===== src/hdl/crc32_trailer_append_check_macros.svh =====
// Assertion macros shared by the CRC-32 trailer block.
// Expects clk_i and rst_ni in the scope of each use.
`ifndef CRC32_TRAILER_APPEND_CHECK_MACROS_SVH
`define CRC32_TRAILER_APPEND_CHECK_MACROS_SVH

// The consequent must hold in the same cycle as the antecedent.
`define CRC32TAC_ASSERT_SAME(lbl, ante, cons) \
  lbl: assert property (@(posedge clk_i) disable iff (!rst_ni) (ante) |-> (cons)) \
    else $error("crc32 trailer assertion failed");

// The consequent must hold in the cycle after the antecedent.
`define CRC32TAC_ASSERT_NEXT(lbl, ante, cons) \
  lbl: assert property (@(posedge clk_i) disable iff (!rst_ni) (ante) |=> (cons)) \
    else $error("crc32 trailer assertion failed");

`endif


===== src/hdl/crc32tac_pkg.sv =====
// Types, constants and the CRC byte update for the CRC-32 trailer block.
// No dependencies; used by crc32tac_step and crc32_trailer_append_check.
package crc32tac_pkg;

  localparam logic [31:0] CRC_POLY      = 32'hEDB88320;
  localparam int          TRAILER_BYTES = 4;
  localparam logic [2:0]  FILL_FULL     = 3'(TRAILER_BYTES);

  // Status codes reported on the frame_end result.
  localparam logic [1:0] STATUS_OK       = 2'd0;
  localparam logic [1:0] STATUS_MISMATCH = 2'd1;
  localparam logic [1:0] STATUS_SHORT    = 2'd2;

  // Hold window, entry 0 is the oldest byte and sits in the low bits.
  typedef logic [TRAILER_BYTES-1:0][7:0] win_t;

  // One result item.
  typedef struct packed {
    logic [7:0] out_byte;
    logic       byte_valid;
    logic       frame_end;
    logic [1:0] status;
  } result_t;

  // Everything the per-byte logic hands back to the top level.
  typedef struct packed {
    logic        first_valid;
    result_t     first;
    logic        follow_valid;
    logic        follow_trailer;
    logic [31:0] follow_crc;
    logic [1:0]  follow_status;
    logic [31:0] crc_next;
    win_t        win_next;
    logic [2:0]  fill_next;
  } step_t;

  // Reflected CRC-32 update by one byte, least significant bit first.
  function automatic logic [31:0] crc_byte(input logic [31:0] crc, input logic [7:0] b);
    logic [31:0] c;
    c = crc ^ {24'd0, b};
    for (int k = 0; k < 8; k++) begin
      c = (c >> 1) ^ (c[0] ? CRC_POLY : 32'd0);
    end
    return c;
  endfunction

endpackage


===== src/hdl/crc32_trailer_append_check.sv =====
// CRC-32 trailer append and check: stream byte in, stream result out.
// Frame bytes arrive on the s_axis channel, one per request, tlast on the final byte.
// Results leave on m_axis: tdata is the byte, tlast marks the frame's last result,
// tuser carries byte_valid (bit 0) and status (bits 2:1; 0 ok, 1 mismatch, 2 short).
// Two APB registers: 0x0 check_enable, 0x4 direction (0 append, 1 check and strip).
// Write them only while no frame is in flight.
// A byte's result passes from the input register through the per-byte logic into the
// result register, which drives m_axis. Throughput is one byte per cycle while the
// receiver keeps up and no follow-up result is held, set by the combinational CRC
// byte update. The last byte of a frame in append mode yields five results and holds
// the input while the four trailer bytes go out; in check mode it may yield a payload
// byte and a status result, holding the input while a held status result waits.
// Reset clears the CRC, the window count, both registers and all valid flags.
// When the receiver stalls, the result register holds; the next byte that yields a
// result waits in the input register and s_axis_tready drops.
// Depends on crc32tac_pkg, crc32tac_step and the assertion macro header.
`include "crc32_trailer_append_check_macros.svh"

module crc32_trailer_append_check
  import crc32tac_pkg::*;
(
  input  logic        clk_i,
  input  logic        rst_ni,
  // APB configuration port
  input  logic        psel,
  input  logic        penable,
  input  logic        pwrite,
  input  logic [2:0]  paddr,
  input  logic [31:0] pwdata,
  output logic [31:0] prdata,
  output logic        pready,
  // Byte input
  input  logic        s_axis_tvalid,
  output logic        s_axis_tready,
  input  logic [7:0]  s_axis_tdata,   // [7:0] data_byte
  input  logic        s_axis_tlast,   // frame_last
  // Result output
  output logic        m_axis_tvalid,
  input  logic        m_axis_tready,
  output logic [7:0]  m_axis_tdata,   // [7:0] out_byte
  output logic        m_axis_tlast,   // frame_end
  output logic [2:0]  m_axis_tuser    // [0] byte_valid, [2:1] status
);

  localparam logic ADDR_ENABLE    = 1'b0;
  localparam logic ADDR_DIRECTION = 1'b1;

  logic        enable_q, direction_q;
  logic        in_valid_q;
  logic [7:0]  in_byte_q;
  logic        in_last_q;
  logic [31:0] crc_q;
  win_t        win_q;
  logic [2:0]  fill_q;
  logic        out_valid_q, out_valid_d;
  result_t     out_q, out_d;
  logic        pend_valid_q, pend_valid_d;
  logic        pend_trailer_q, pend_trailer_d;
  logic [1:0]  pend_idx_q, pend_idx_d;
  logic [31:0] pend_crc_q, pend_crc_d;
  logic [1:0]  pend_status_q, pend_status_d;
  step_t       step;
  logic        cfg_write, out_free, in_consume, out_load;
  result_t     pend_res;

  // Configuration port.
  assign pready    = 1'b1;
  assign cfg_write = psel & penable & pwrite & pready;

  always_comb begin
    unique case (paddr[2])
      ADDR_ENABLE:    prdata = {31'd0, enable_q};
      ADDR_DIRECTION: prdata = {31'd0, direction_q};
      default:        prdata = '0;
    endcase
  end

  always_ff @(posedge clk_i or negedge rst_ni) begin
    if (!rst_ni) begin
      enable_q    <= 1'b0;
      direction_q <= 1'b0;
    end else if (cfg_write) begin
      if (paddr[2] == ADDR_ENABLE) begin
        enable_q <= pwdata[0];
      end else begin
        direction_q <= pwdata[0];
      end
    end
  end

  // Per-byte logic between the input register and the result register.
  crc32tac_step u_step (
    .enable_i     (enable_q),
    .direction_i  (direction_q),
    .crc_i        (crc_q),
    .win_i        (win_q),
    .fill_i       (fill_q),
    .data_byte_i  (in_byte_q),
    .frame_last_i (in_last_q),
    .step_o       (step)
  );

  // Handshake: a held follow-up result blocks the input register.
  assign out_free      = !out_valid_q || m_axis_tready;
  assign in_consume    = in_valid_q && !pend_valid_q && (!step.first_valid || out_free);
  assign out_load      = pend_valid_q ? out_free : (in_consume && step.first_valid);
  assign s_axis_tready = !in_valid_q || in_consume;

  // Result offered by the follow-up register: trailer byte or status.
  always_comb begin
    if (pend_trailer_q) begin
      pend_res = '{pend_crc_q[8*pend_idx_q +: 8], 1'b1,
                   (pend_idx_q == 2'(TRAILER_BYTES - 1)), STATUS_OK};
    end else begin
      pend_res = '{8'd0, 1'b0, 1'b1, pend_status_q};
    end
  end

  // Next values of the result and follow-up registers.
  always_comb begin
    out_valid_d    = out_valid_q && !m_axis_tready;
    out_d          = out_q;
    pend_valid_d   = pend_valid_q;
    pend_trailer_d = pend_trailer_q;
    pend_idx_d     = pend_idx_q;
    pend_crc_d     = pend_crc_q;
    pend_status_d  = pend_status_q;
    if (out_load) begin
      out_valid_d = 1'b1;
      if (pend_valid_q) begin
        out_d = pend_res;
        if (pend_trailer_q && pend_idx_q != 2'(TRAILER_BYTES - 1)) begin
          pend_idx_d = pend_idx_q + 2'd1;
        end else begin
          pend_valid_d = 1'b0;
        end
      end else begin
        out_d          = step.first;
        pend_valid_d   = step.follow_valid;
        pend_trailer_d = step.follow_trailer;
        pend_idx_d     = '0;
        pend_crc_d     = step.follow_crc;
        pend_status_d  = step.follow_status;
      end
    end
  end

  // Control state.
  always_ff @(posedge clk_i or negedge rst_ni) begin
    if (!rst_ni) begin
      in_valid_q   <= 1'b0;
      out_valid_q  <= 1'b0;
      pend_valid_q <= 1'b0;
      crc_q        <= '0;
      fill_q       <= '0;
    end else begin
      if (s_axis_tready) begin
        in_valid_q <= s_axis_tvalid;
      end
      out_valid_q  <= out_valid_d;
      pend_valid_q <= pend_valid_d;
      if (in_consume) begin
        crc_q  <= step.crc_next;
        fill_q <= step.fill_next;
      end
    end
  end

  // Payload registers.
  always_ff @(posedge clk_i) begin
    if (s_axis_tready && s_axis_tvalid) begin
      in_byte_q <= s_axis_tdata;
      in_last_q <= s_axis_tlast;
    end
    if (in_consume) begin
      win_q <= step.win_next;
    end
    out_q          <= out_d;
    pend_trailer_q <= pend_trailer_d;
    pend_idx_q     <= pend_idx_d;
    pend_crc_q     <= pend_crc_d;
    pend_status_q  <= pend_status_d;
  end

  assign m_axis_tvalid = out_valid_q;
  assign m_axis_tdata  = out_q.out_byte;
  assign m_axis_tlast  = out_q.frame_end;
  assign m_axis_tuser  = {out_q.status, out_q.byte_valid};

  // Checks on the internal sequencing.
  `CRC32TAC_ASSERT_SAME(a_pend_blocks_input, pend_valid_q, !in_consume)
  `CRC32TAC_ASSERT_SAME(a_fill_bounded, 1'b1, fill_q <= FILL_FULL)
  `CRC32TAC_ASSERT_SAME(a_status_at_end, m_axis_tvalid && m_axis_tuser[2:1] != STATUS_OK, m_axis_tlast)
  `CRC32TAC_ASSERT_NEXT(a_trailer_done, pend_valid_q && pend_trailer_q && out_load && pend_idx_q == 2'(TRAILER_BYTES - 1), !pend_valid_q && m_axis_tlast)
  `CRC32TAC_ASSERT_NEXT(a_pend_follows_load, !pend_valid_q && pend_valid_d, out_valid_q)

endmodule


===== src/hdl/crc32tac_step.sv =====
// Per-byte logic of the CRC-32 trailer block: next state and results for one byte.
// Depends on crc32tac_pkg.
module crc32tac_step
  import crc32tac_pkg::*;
(
  input  logic        enable_i,
  input  logic        direction_i,
  input  logic [31:0] crc_i,
  input  win_t        win_i,
  input  logic [2:0]  fill_i,
  input  logic [7:0]  data_byte_i,
  input  logic        frame_last_i,
  output step_t       step_o
);

  logic        full;
  logic [7:0]  crc_in_byte;
  logic [31:0] crc_upd;
  logic [2:0]  fill_upd;
  logic [1:0]  st;

  // One shared byte update: new byte in append mode, oldest held byte in check mode.
  assign full        = (fill_i >= FILL_FULL);
  assign crc_in_byte = direction_i ? win_i[0] : data_byte_i;
  assign crc_upd     = crc_byte(crc_i, crc_in_byte);

  always_comb begin
    step_o          = '0;
    step_o.win_next = win_i;
    fill_upd        = fill_i;
    st              = STATUS_OK;
    if (!enable_i) begin
      // Pass-through; running state is dropped.
      step_o.first_valid = 1'b1;
      step_o.first       = '{data_byte_i, 1'b1, frame_last_i, STATUS_OK};
    end else if (!direction_i) begin
      // Append: byte passes, trailer follows the last byte.
      step_o.first_valid = 1'b1;
      step_o.first       = '{data_byte_i, 1'b1, 1'b0, STATUS_OK};
      if (frame_last_i) begin
        step_o.follow_valid   = 1'b1;
        step_o.follow_trailer = 1'b1;
        step_o.follow_crc     = crc_upd;
      end else begin
        step_o.crc_next = crc_upd;
      end
    end else begin
      // Check: delay the stream by four bytes.
      if (full) begin
        step_o.first_valid = 1'b1;
        step_o.first       = '{win_i[0], 1'b1, 1'b0, STATUS_OK};
        step_o.win_next    = {data_byte_i, win_i[3], win_i[2], win_i[1]};
        fill_upd           = FILL_FULL;
        step_o.crc_next    = crc_upd;
      end else begin
        step_o.win_next[fill_i[1:0]] = data_byte_i;
        fill_upd                     = fill_i + 3'd1;
        step_o.crc_next              = crc_i;
      end
      step_o.fill_next = fill_upd;
      if (frame_last_i) begin
        if (fill_upd < FILL_FULL) begin
          st = STATUS_SHORT;
        end else if (step_o.win_next != step_o.crc_next) begin
          st = STATUS_MISMATCH;
        end
        if (full) begin
          step_o.follow_valid  = 1'b1;
          step_o.follow_status = st;
        end else begin
          step_o.first_valid = 1'b1;
          step_o.first       = '{8'd0, 1'b0, 1'b1, st};
        end
        step_o.crc_next  = '0;
        step_o.fill_next = '0;
      end
    end
  end

endmodule

===== config.mk =====
export PLATFORM = sky130hd
export DESIGN_NAME = crc32_trailer_append_check
export DESIGN_NICKNAME = d
export VERILOG_FILES = /design/src/hdl/crc32tac_pkg.sv /design/src/hdl/crc32_trailer_append_check.sv /design/src/hdl/crc32tac_step.sv
export VERILOG_INCLUDE_DIRS = /design/src /design/src/hdl
export SDC_FILE = /design/constraint.sdc
export NUM_CORES = 1
export LEC_CHECK = 0
export BUFFER_PORTS_ARGS = -buffer_cell sky130_fd_sc_hd__buf_2
export CORE_MARGIN = 3
export CORE_UTILIZATION = 60
export DETAILED_ROUTE_END_ITERATION = 12
export PLACE_DENSITY_LB_ADDON = 0.25
export SLEW_MARGIN = 0
export SYNTH_ARGS = -nofsm -noshare
export SYNTH_HDL_FRONTEND = slang
export SYNTH_HIERARCHICAL = 1
export SYNTH_SLANG_ARGS = --single-unit

===== constraint.sdc =====
create_clock -name clk_i -period 5.31 [get_ports clk_i]
set_input_delay 0.2655 -clock clk_i [delete_from_list [all_inputs] [get_ports clk_i]]
set_output_delay 0.2655 -clock clk_i [all_outputs]
set_load 0.005 [all_outputs]

### Word-level counts from Yosys, hierarchy flattened

Cells that the tools add are included.

* bits in registers: 130
* bits in latches: 0
* bits in writable memories: 0
* memory bits (read-only): 0
* input port bits: 51
* word-level logic and storage cells: 114
* memories: 0

* add/sub/neg operators: 2
* $mul: 0
* div/mod/pow operators: 0
* $lt $le $gt $ge: 4
* eq/ne operators: 4
* shift-type cells: 1
* muxes and demuxes: 44
* bitwise gates (word level): 15
* reduce and logical (&&, ||, !) cells: 23

Operators by type and width (count)
* $mux W32: 10
* $xor A31 B32 Y32: 8
* $mux W64: 3
* $mux W103: 1
* $mux W34: 2
* $pmux W32 S2: 1
* $mux W13: 3
* $mux W35: 1
* $mux W33: 1
* $bwmux W32: 1
* $ne A32 B32 Y1: 1
* $shiftx A32 B6 Y8: 1
* $xor A32 B8 Y32: 1
* $mux W14: 2
* $mux W12: 2
* $demux W8 S2: 1
* $mux W8: 2
* $mux W3: 4
* $mux W2: 4
* $reduce_and A2 Y1: 4
* $logic_and A1 B1 Y1: 7
* $mux W1: 6
* $logic_not A1 Y1: 5
* $not A1 Y1: 4
* 15 further kinds: 18

### Logic depth before layout (Yosys ltp)

Gate-level depths: netlist of the first run.

* word-level depth: 34
* mapped depth: 15
* mapped depth without buffers: 13

### Cells and area by module

Netlist of the first run, hierarchy kept.

By module, submodules not included
* crc32_trailer_append_check: instances 1, cells an instance 276, area each 5101.1 um^2
* crc32tac_step: instances 1, cells an instance 576, area each 4047.6 um^2

### Worst setup path after synthesis of the first run

Ideal clock, no wire load.

* kind: register -> register
* start point: register fill_q[2]
* end point: register pend_crc_q[0] (enable)
* library setup time: 427 ps
* arrival time: 3478 ps
* required time: 4883 ps
* slack: 1405 ps
* cell stages (with the launch flop): 10
* period minus slack after synthesis: 3905 ps
* cells stage by stage: dfrtp_1 > clkbuf_1 > clkbuf_1 > buf_1 > clkbuf_1 > or3_1 > inv_1 > o21ai_4 > buf_6 > nor2_1

RTL lines
* start: declaration: line crc32_trailer_append_check.sv:54 `logic [2:0] fill_q;`
* start signal: assignment: line crc32_trailer_append_check.sv:164 `fill_q <= step.fill_next;`
* end signal: assignment: line crc32_trailer_append_check.sv:181 `pend_crc_q <= pend_crc_d;`
* end: declaration: line crc32_trailer_append_check.sv:60 `logic [31:0] pend_crc_q, pend_crc_d;`

==> flow_summary.toml, run 1 <==
[detailed_routing]
vias_per_cell = 6.42
drc = 0
first_pass_iters = 7
vias = 6829
wl_mm = 26.1
drtIter0Drc = 703
detail-route-antenna-nets = 0
wire_per_inst_um = 24.6

[clocking]
cts_root_buf = "clkbuf_16"
cts_buffers = 17
path_clk_slew_ns = 0.06
clk_latency_ns = 0.42
cts_resized = 0
h-tree-depth = 4
cts_tree = "built"
post_cts_buffers = 0
clockBufferDepth = 2
cts.sinks = 130
cts-hold-fix-buffers = 0

[sta]
hold_viol = 0
setup-tns-final_ns = 0
clock_skew_ns = 0.00705
rsz0062_at_grt = "no"
max_freq_mhz = 223
finalSetupViolCount = 0
min_period_ns = 4.49
period_share_pct = 84.5
slew_violations = 0
tightest_slew_ns = 0.997
relSlewSlack_pct = 33.5

[synth]
synthFlopType = "edfxtp_1"
syn-cell-area_mm2 = 0.00915
synth_area_leaders = "edfxtp_1 30%, dfrtp_1 11%, xnor2_1 6.6%, mux2_4 5.7%, nor2_1 4.1%"
synth_top_area_share_pct = 29.5
synth_area_leader_cell = "edfxtp_1"
ys_seq_elements = 130
synthArstFlopShare_pct = 30.8
yosysMostFrequentCell = "nor2_1"
ys_types = 71
synth_edf_count = 90
syn_inst = 852
yosysWarnings = 6
syn-mean-instance-area_um2 = 10.7
synth_commonest_cells = "101 x nor2_1, 90 x edfxtp_1, 69 x xnor2_1, 50 x a21oi_1, 49 x nand2_1"
ys_seq_area_share_pct = 40.5

[worst_setup_path]
endpoint = "m_axis_tuser[1]"
ff2ff_path_depth = 12
crit_required_ns = 5.45
startpoint = "direction_q"
rr_startpoint = "direction_q"
r2r_end = "m_axis_tuser[1]"
cp.arrival_ns = 4.63
crit_type = "reg -> reg"
worst_setup_path_end_kind = "flop"
ff2ff_setup_slack_ns = 0.82
start_kind = "flop"
crit_fanout = 13

[layout]
drive_above_1_share_pct = 19.3
n_antenna_cell = 0
nNetsFinal = 922
area_growth_syn_to_layout_pct = 8.57
nFillCells = 1096

[die]
die_h_um = 129
fp.dieW_um = 129
pin_count = 98
fp.dieArea_mm2 = 0.0168
num_rows = 44
coreArea_mm2 = 0.0147
initial_core_util_pct = 62.2

[worst_hold_path]
hp-class = "in -> async"

[global_route]
grt_pass1_wl_mm = 39.8
grt_usage_pct = 32.1
antenna_found_initial = 0
grt_max_degree = 41
grt_pass1_vias = 6578
grt-ovfl-total = 0

[run]
maxCapViolations = 0

[place]
portBuffers = 32
dp_hpwl_mm = 18.7
place_congestion = 0.987

[run_status]
status = "complete, no violations"
-- cell usage in the layout, fill, tap and decap left out, types with 21 or more instances in the layout --
cell | Yosys | final
a21oi_1 | 50 | 50
nor2_1 | 101 | 100
nand2_1 | 49 | 49
mux2i_1 | 31 | 31
inv_1 | 21 | 21
edfxtp_1 | 90 | 90
mux2_4 | 35 | 35
buf_4 | 34 | 26
buf_2 | 3 | 32
nand3_1 | 23 | 23
dfrtp_1 | 40 | 40
xnor2_1 | 69 | 69
conb_1 | 3 | 33
xor2_1 | 23 | 23
o22ai_1 | 40 | 40
-- worst min-delay path by stage --
stage | startpoint | endpoint | cells after the start
CTS | s_axis_tdata[7] | in_byte_q[7] | 1
global route | s_axis_tdata[4] | in_byte_q[4] | 1
detailed placement | s_axis_tdata[0] | in_byte_q[0] | 1
global placement | s_axis_tdata[4] | in_byte_q[4] | 1
floorplan | rst_ni | crc_q[0] | 0
finish | rst_ni | crc_q[25] | 1
-- critical path, cell delays in order (launching register included) --
cell,delay (ns)
dfrtp_1,0.81
buf_4,0.27
mux2i_1,0.12
xnor2_2,0.47
xnor2_1,0.23
xnor2_1,0.53
and3_1,0.25
o2111ai_1,0.11
or4_1,0.60
a2111oi_2,0.50
a21oi_1,0.14
inv_1,0.07
o21ai_0,0.06
-- per-stage QoR --
| stage | area (um^2) | setup WS [ns] | util, % | cells | hold slack [ns] |
|---|---|---|---|---|---|
| CTS | 9930 | 0.801 | 67.6 | 1063 | 0.000890 |
| floorplan | 9260 | 1.40 | - | 882 | -0.0301 |
| detailed placement | 9320 | 0.832 | 63.4 | 1031 | 0.444 |
| global route | 9930 | 0.711 | 67.6 | 1063 | 0.00141 |
| global placement | 9320 | 0.886 | 63.4 | 1031 | 0.442 |
| finish | 9930 | 0.823 | 67.6 | 1063 | 0.0132 |
-- state kept, by name (all words and copies together), names as in the netlist, 2 cells and up --
register / count
m_axis_tuser: 3
crc_q: 32
pend_crc_q: 32
win_q: 32
pend_status_q: 2
fill_q: 3
in_byte_q: 8
m_axis_tdata: 8
pend_idx_q: 2
-- metal layers --
metal	global-route usage [%]	wire, um	up-vias
met4	11.9	653	0
met5	0	0	-
met2	50.3	12200	397
met3	6.39	2500	52
li1	-	-	3039
met1	44.8	10800	3341
-- cell type report --
cell class	instances	area [um^2]	share of cell area, %
timing repair buffer	58	355	3.58
multi-input combinational	638	4950	49.8
clock buffer	19	433	4.36
tap	184	230	2.32
sequential	130	3700	37.3
inverter	21	78.8	0.794
clock inverter	13	183	1.84
-- logic make-up (layout without fill, tap and decap cells) --
family | count (synthesis) | count (layout) | share of synthesized area, %
AOI/OAI and AO/OA | 172 | 172 | 12.1
xor gates and xnor gates | 121 | 121 | 15.6
adders and majority gates | 5 | 5 | 0.684
buffers and inverters | 114 | 111 | 6.70
DFF | 130 | 130 | 40.5
muxes | 92 | 92 | 13.8
other | 3 | 33 | 0.123
and+or+nand+nor | 215 | 215 | 10.5
Power of run 1 is not shown: default switching activity piles up to over one toggle a cycle in this logic, so the estimate is an artifact.
==> run 2, diff against run 1 <==
CORE_UTILIZATION = 54   (was 60)
clock period = 3.64 ns   (was 5.31 ns; I/O delays follow)
==> flow_summary.toml, run 2 (synthesis results as in run 1) <==
[sta]
holdWs_ns = -0.0346
min_period_ns = 3.75
finalSetupViolCount = 1
rsz0062_at_grt = "yes"
period_share_pct = 103
slew_violations = 0
relSlewSlack_pct = 25.4
clock_skew_ns = 0.00906
tightest_slew_ns = 1.12
setup_ws_ns = -0.106
max_freq_mhz = 267
hold_viol = 21

[worst_hold_path]
hp-class = "in -> async"

[place]
place_area_mm2 = 0.0103
place_congestion = 1.01
portBuffers = 32
dp_hpwl_mm = 22.4

[worst_setup_path]
crit_required_ns = 3.79
start_kind = "flop"
path_common_cell = "or4_1"
crit_fanout = 4
path_cells = "inv_2 -> ha_4 -> buf_6 -> mux2i_2 -> xnor2_1 -> nor3_2 -> a31oi_4 -> or4_1 -> or4_1 -> a2111o_1 -> a2111oi_4 -> buf_4 -> a21oi_2 -> inv_1 -> o21ai_2"
path_buf_inv = 4
cp_slowest_cell = "or4_1"
worst_setup_path_end_kind = "flop"
cp_top_family = "simple AND/OR/NAND/NOR gates"
cpPeakStageDelay_ns = 0.53
crit_type = "reg -> reg"
cp.arrival_ns = 3.89

[global_route]
grt_pass1_vias = 7413
grt_usage_pct = 33.5
antenna_found_initial = 0
grt-ovfl-total = 0
grt_max_degree = 41
grt_pass1_wl_mm = 45.4

[clocking]
cts.sinks = 130
path_clk_slew_ns = 0.07
cts_buffers = 17
clockBufferDepth = 2
cts_root_buf = "clkbuf_16"
clk_latency_ns = 0.42
cts_tree = "built"
h-tree-depth = 4

[detailed_routing]
vias = 7431
drtIter0Drc = 865
first_pass_iters = 6
wire_per_inst_um = 24.4
detail-route-antenna-nets = 0
drc = 0
vias_per_cell = 6.00
wl_mm = 30.2

[layout]
fin_area_mm2 = 0.0113
n_antenna_cell = 0
nFillCells = 1244
final_cell_mix = "148 x buf_4, 100 x nor2_1, 90 x edfxtp_1"
reg_top3 = "crc_q x32, pend_crc_q x32, win_q x32"
area_growth_syn_to_layout_pct = 23.9
layout_commonest_cell = "buf_4"
nNetsFinal = 1065
drive_above_1_share_pct = 32.4

[run]
maxCapViolations = 0

[die]
fp.dieArea_mm2 = 0.0185
num_rows = 46
coreArea_mm2 = 0.0162
pin_count = 98
initial_core_util_pct = 56.4
die_h_um = 136
fp.dieW_um = 136

[run_status]
violations = "hold timing, setup timing"
status = "finished with violations"
run 2: cell count changes in the layout (fill, tap and decap cells not counted), moves of 4 or more:
| cell | change |
|---|---|
| buf_4 | +122 |
| dlygate4sd3_1 | +10 |
| mux2i_1 | -10 |
| mux2i_2 | +7 |
| buf_12 | +5 |
| buf_6 | +5 |
| ha_1 | -4 |
run 2: path summary, 6_finish.rpt:
path,from,to,slack [ns],cells after the start
hold reg to reg,pend_status_q[0],m_axis_tuser[1],0.53,2
max in group asynchronous,rst_ni,crc_q[18],2.97,1
setup reg to reg,fill_q[0],m_axis_tuser[1],-0.11,15
setup / recovery,fill_q[0],m_axis_tuser[1],-0.11,15
hold / removal,rst_ni,crc_q[17],-0.03,1
min in group clk_i,pwdata[0],direction_q,0.02,2
run 2: metal layers:
metal / routed length [um] / track usage, % / up-vias
met4: 1050 / 12.4 / 0
met5: 0 / 0 / -
met1: 12500 / 47.4 / 3650
met2: 13900 / 51.1 / 397
li1: - / - / 3323
met3: 2790 / 7.14 / 61
run 2: worst register-to-register path, stage by stage (launching register included):
cell,delay (ns)
dfrtp_1,0.40
inv_2,0.11
ha_4,0.20
buf_6,0.13
mux2i_2,0.20
xnor2_1,0.10
nor3_2,0.32
a31oi_4,0.12
or4_1,0.53
or4_1,0.41
a2111o_1,0.34
a2111oi_4,0.25
buf_4,0.18
a21oi_2,0.05
inv_1,0.09
o21ai_2,0.05
run 2: timing repair:
item | 4_1_cts | 5_1_grt
resized for setup | 10 | 38
hold buffers | 10 | 0
buffers inserted | 4 | 5
pin swaps | 2 | 8
endpoints found under the setup margin | 2 | 2
hold endpoints to repair | 10 | 0
run 2: metrics by stage:
stage                     setup WS, ns  std cells  utilization (%)  setup TNS (ns)  hold slack (ns)
after floorplan                 0.0671        882                -               0           -0.114
after global routing            -0.187       1238             69.8          -0.243           0.0224
final                           -0.106       1238             69.8          -0.106          -0.0346
after CTS                       -0.149       1233             68.3          -0.149          0.00276
after detailed placement        -0.345       1187             63.6          -0.536            0.362
after global placement          -0.343       1187             63.6          -0.520            0.359
run 2: cell type report:
class / count / area [um^2] / share of cell area, %
Clock inverter: 14 / 129 / 1.14
Timing Repair Buffer: 201 / 1540 / 13.6
Clock buffer: 18 / 429 / 3.79
Multi-Input combinational cell: 638 / 5180 / 45.7
Tap cell: 216 / 270 / 2.38
Inverter: 21 / 78.8 / 0.695
Sequential cell: 130 / 3700 / 32.7
Power of run 2 is left out for the same reason.
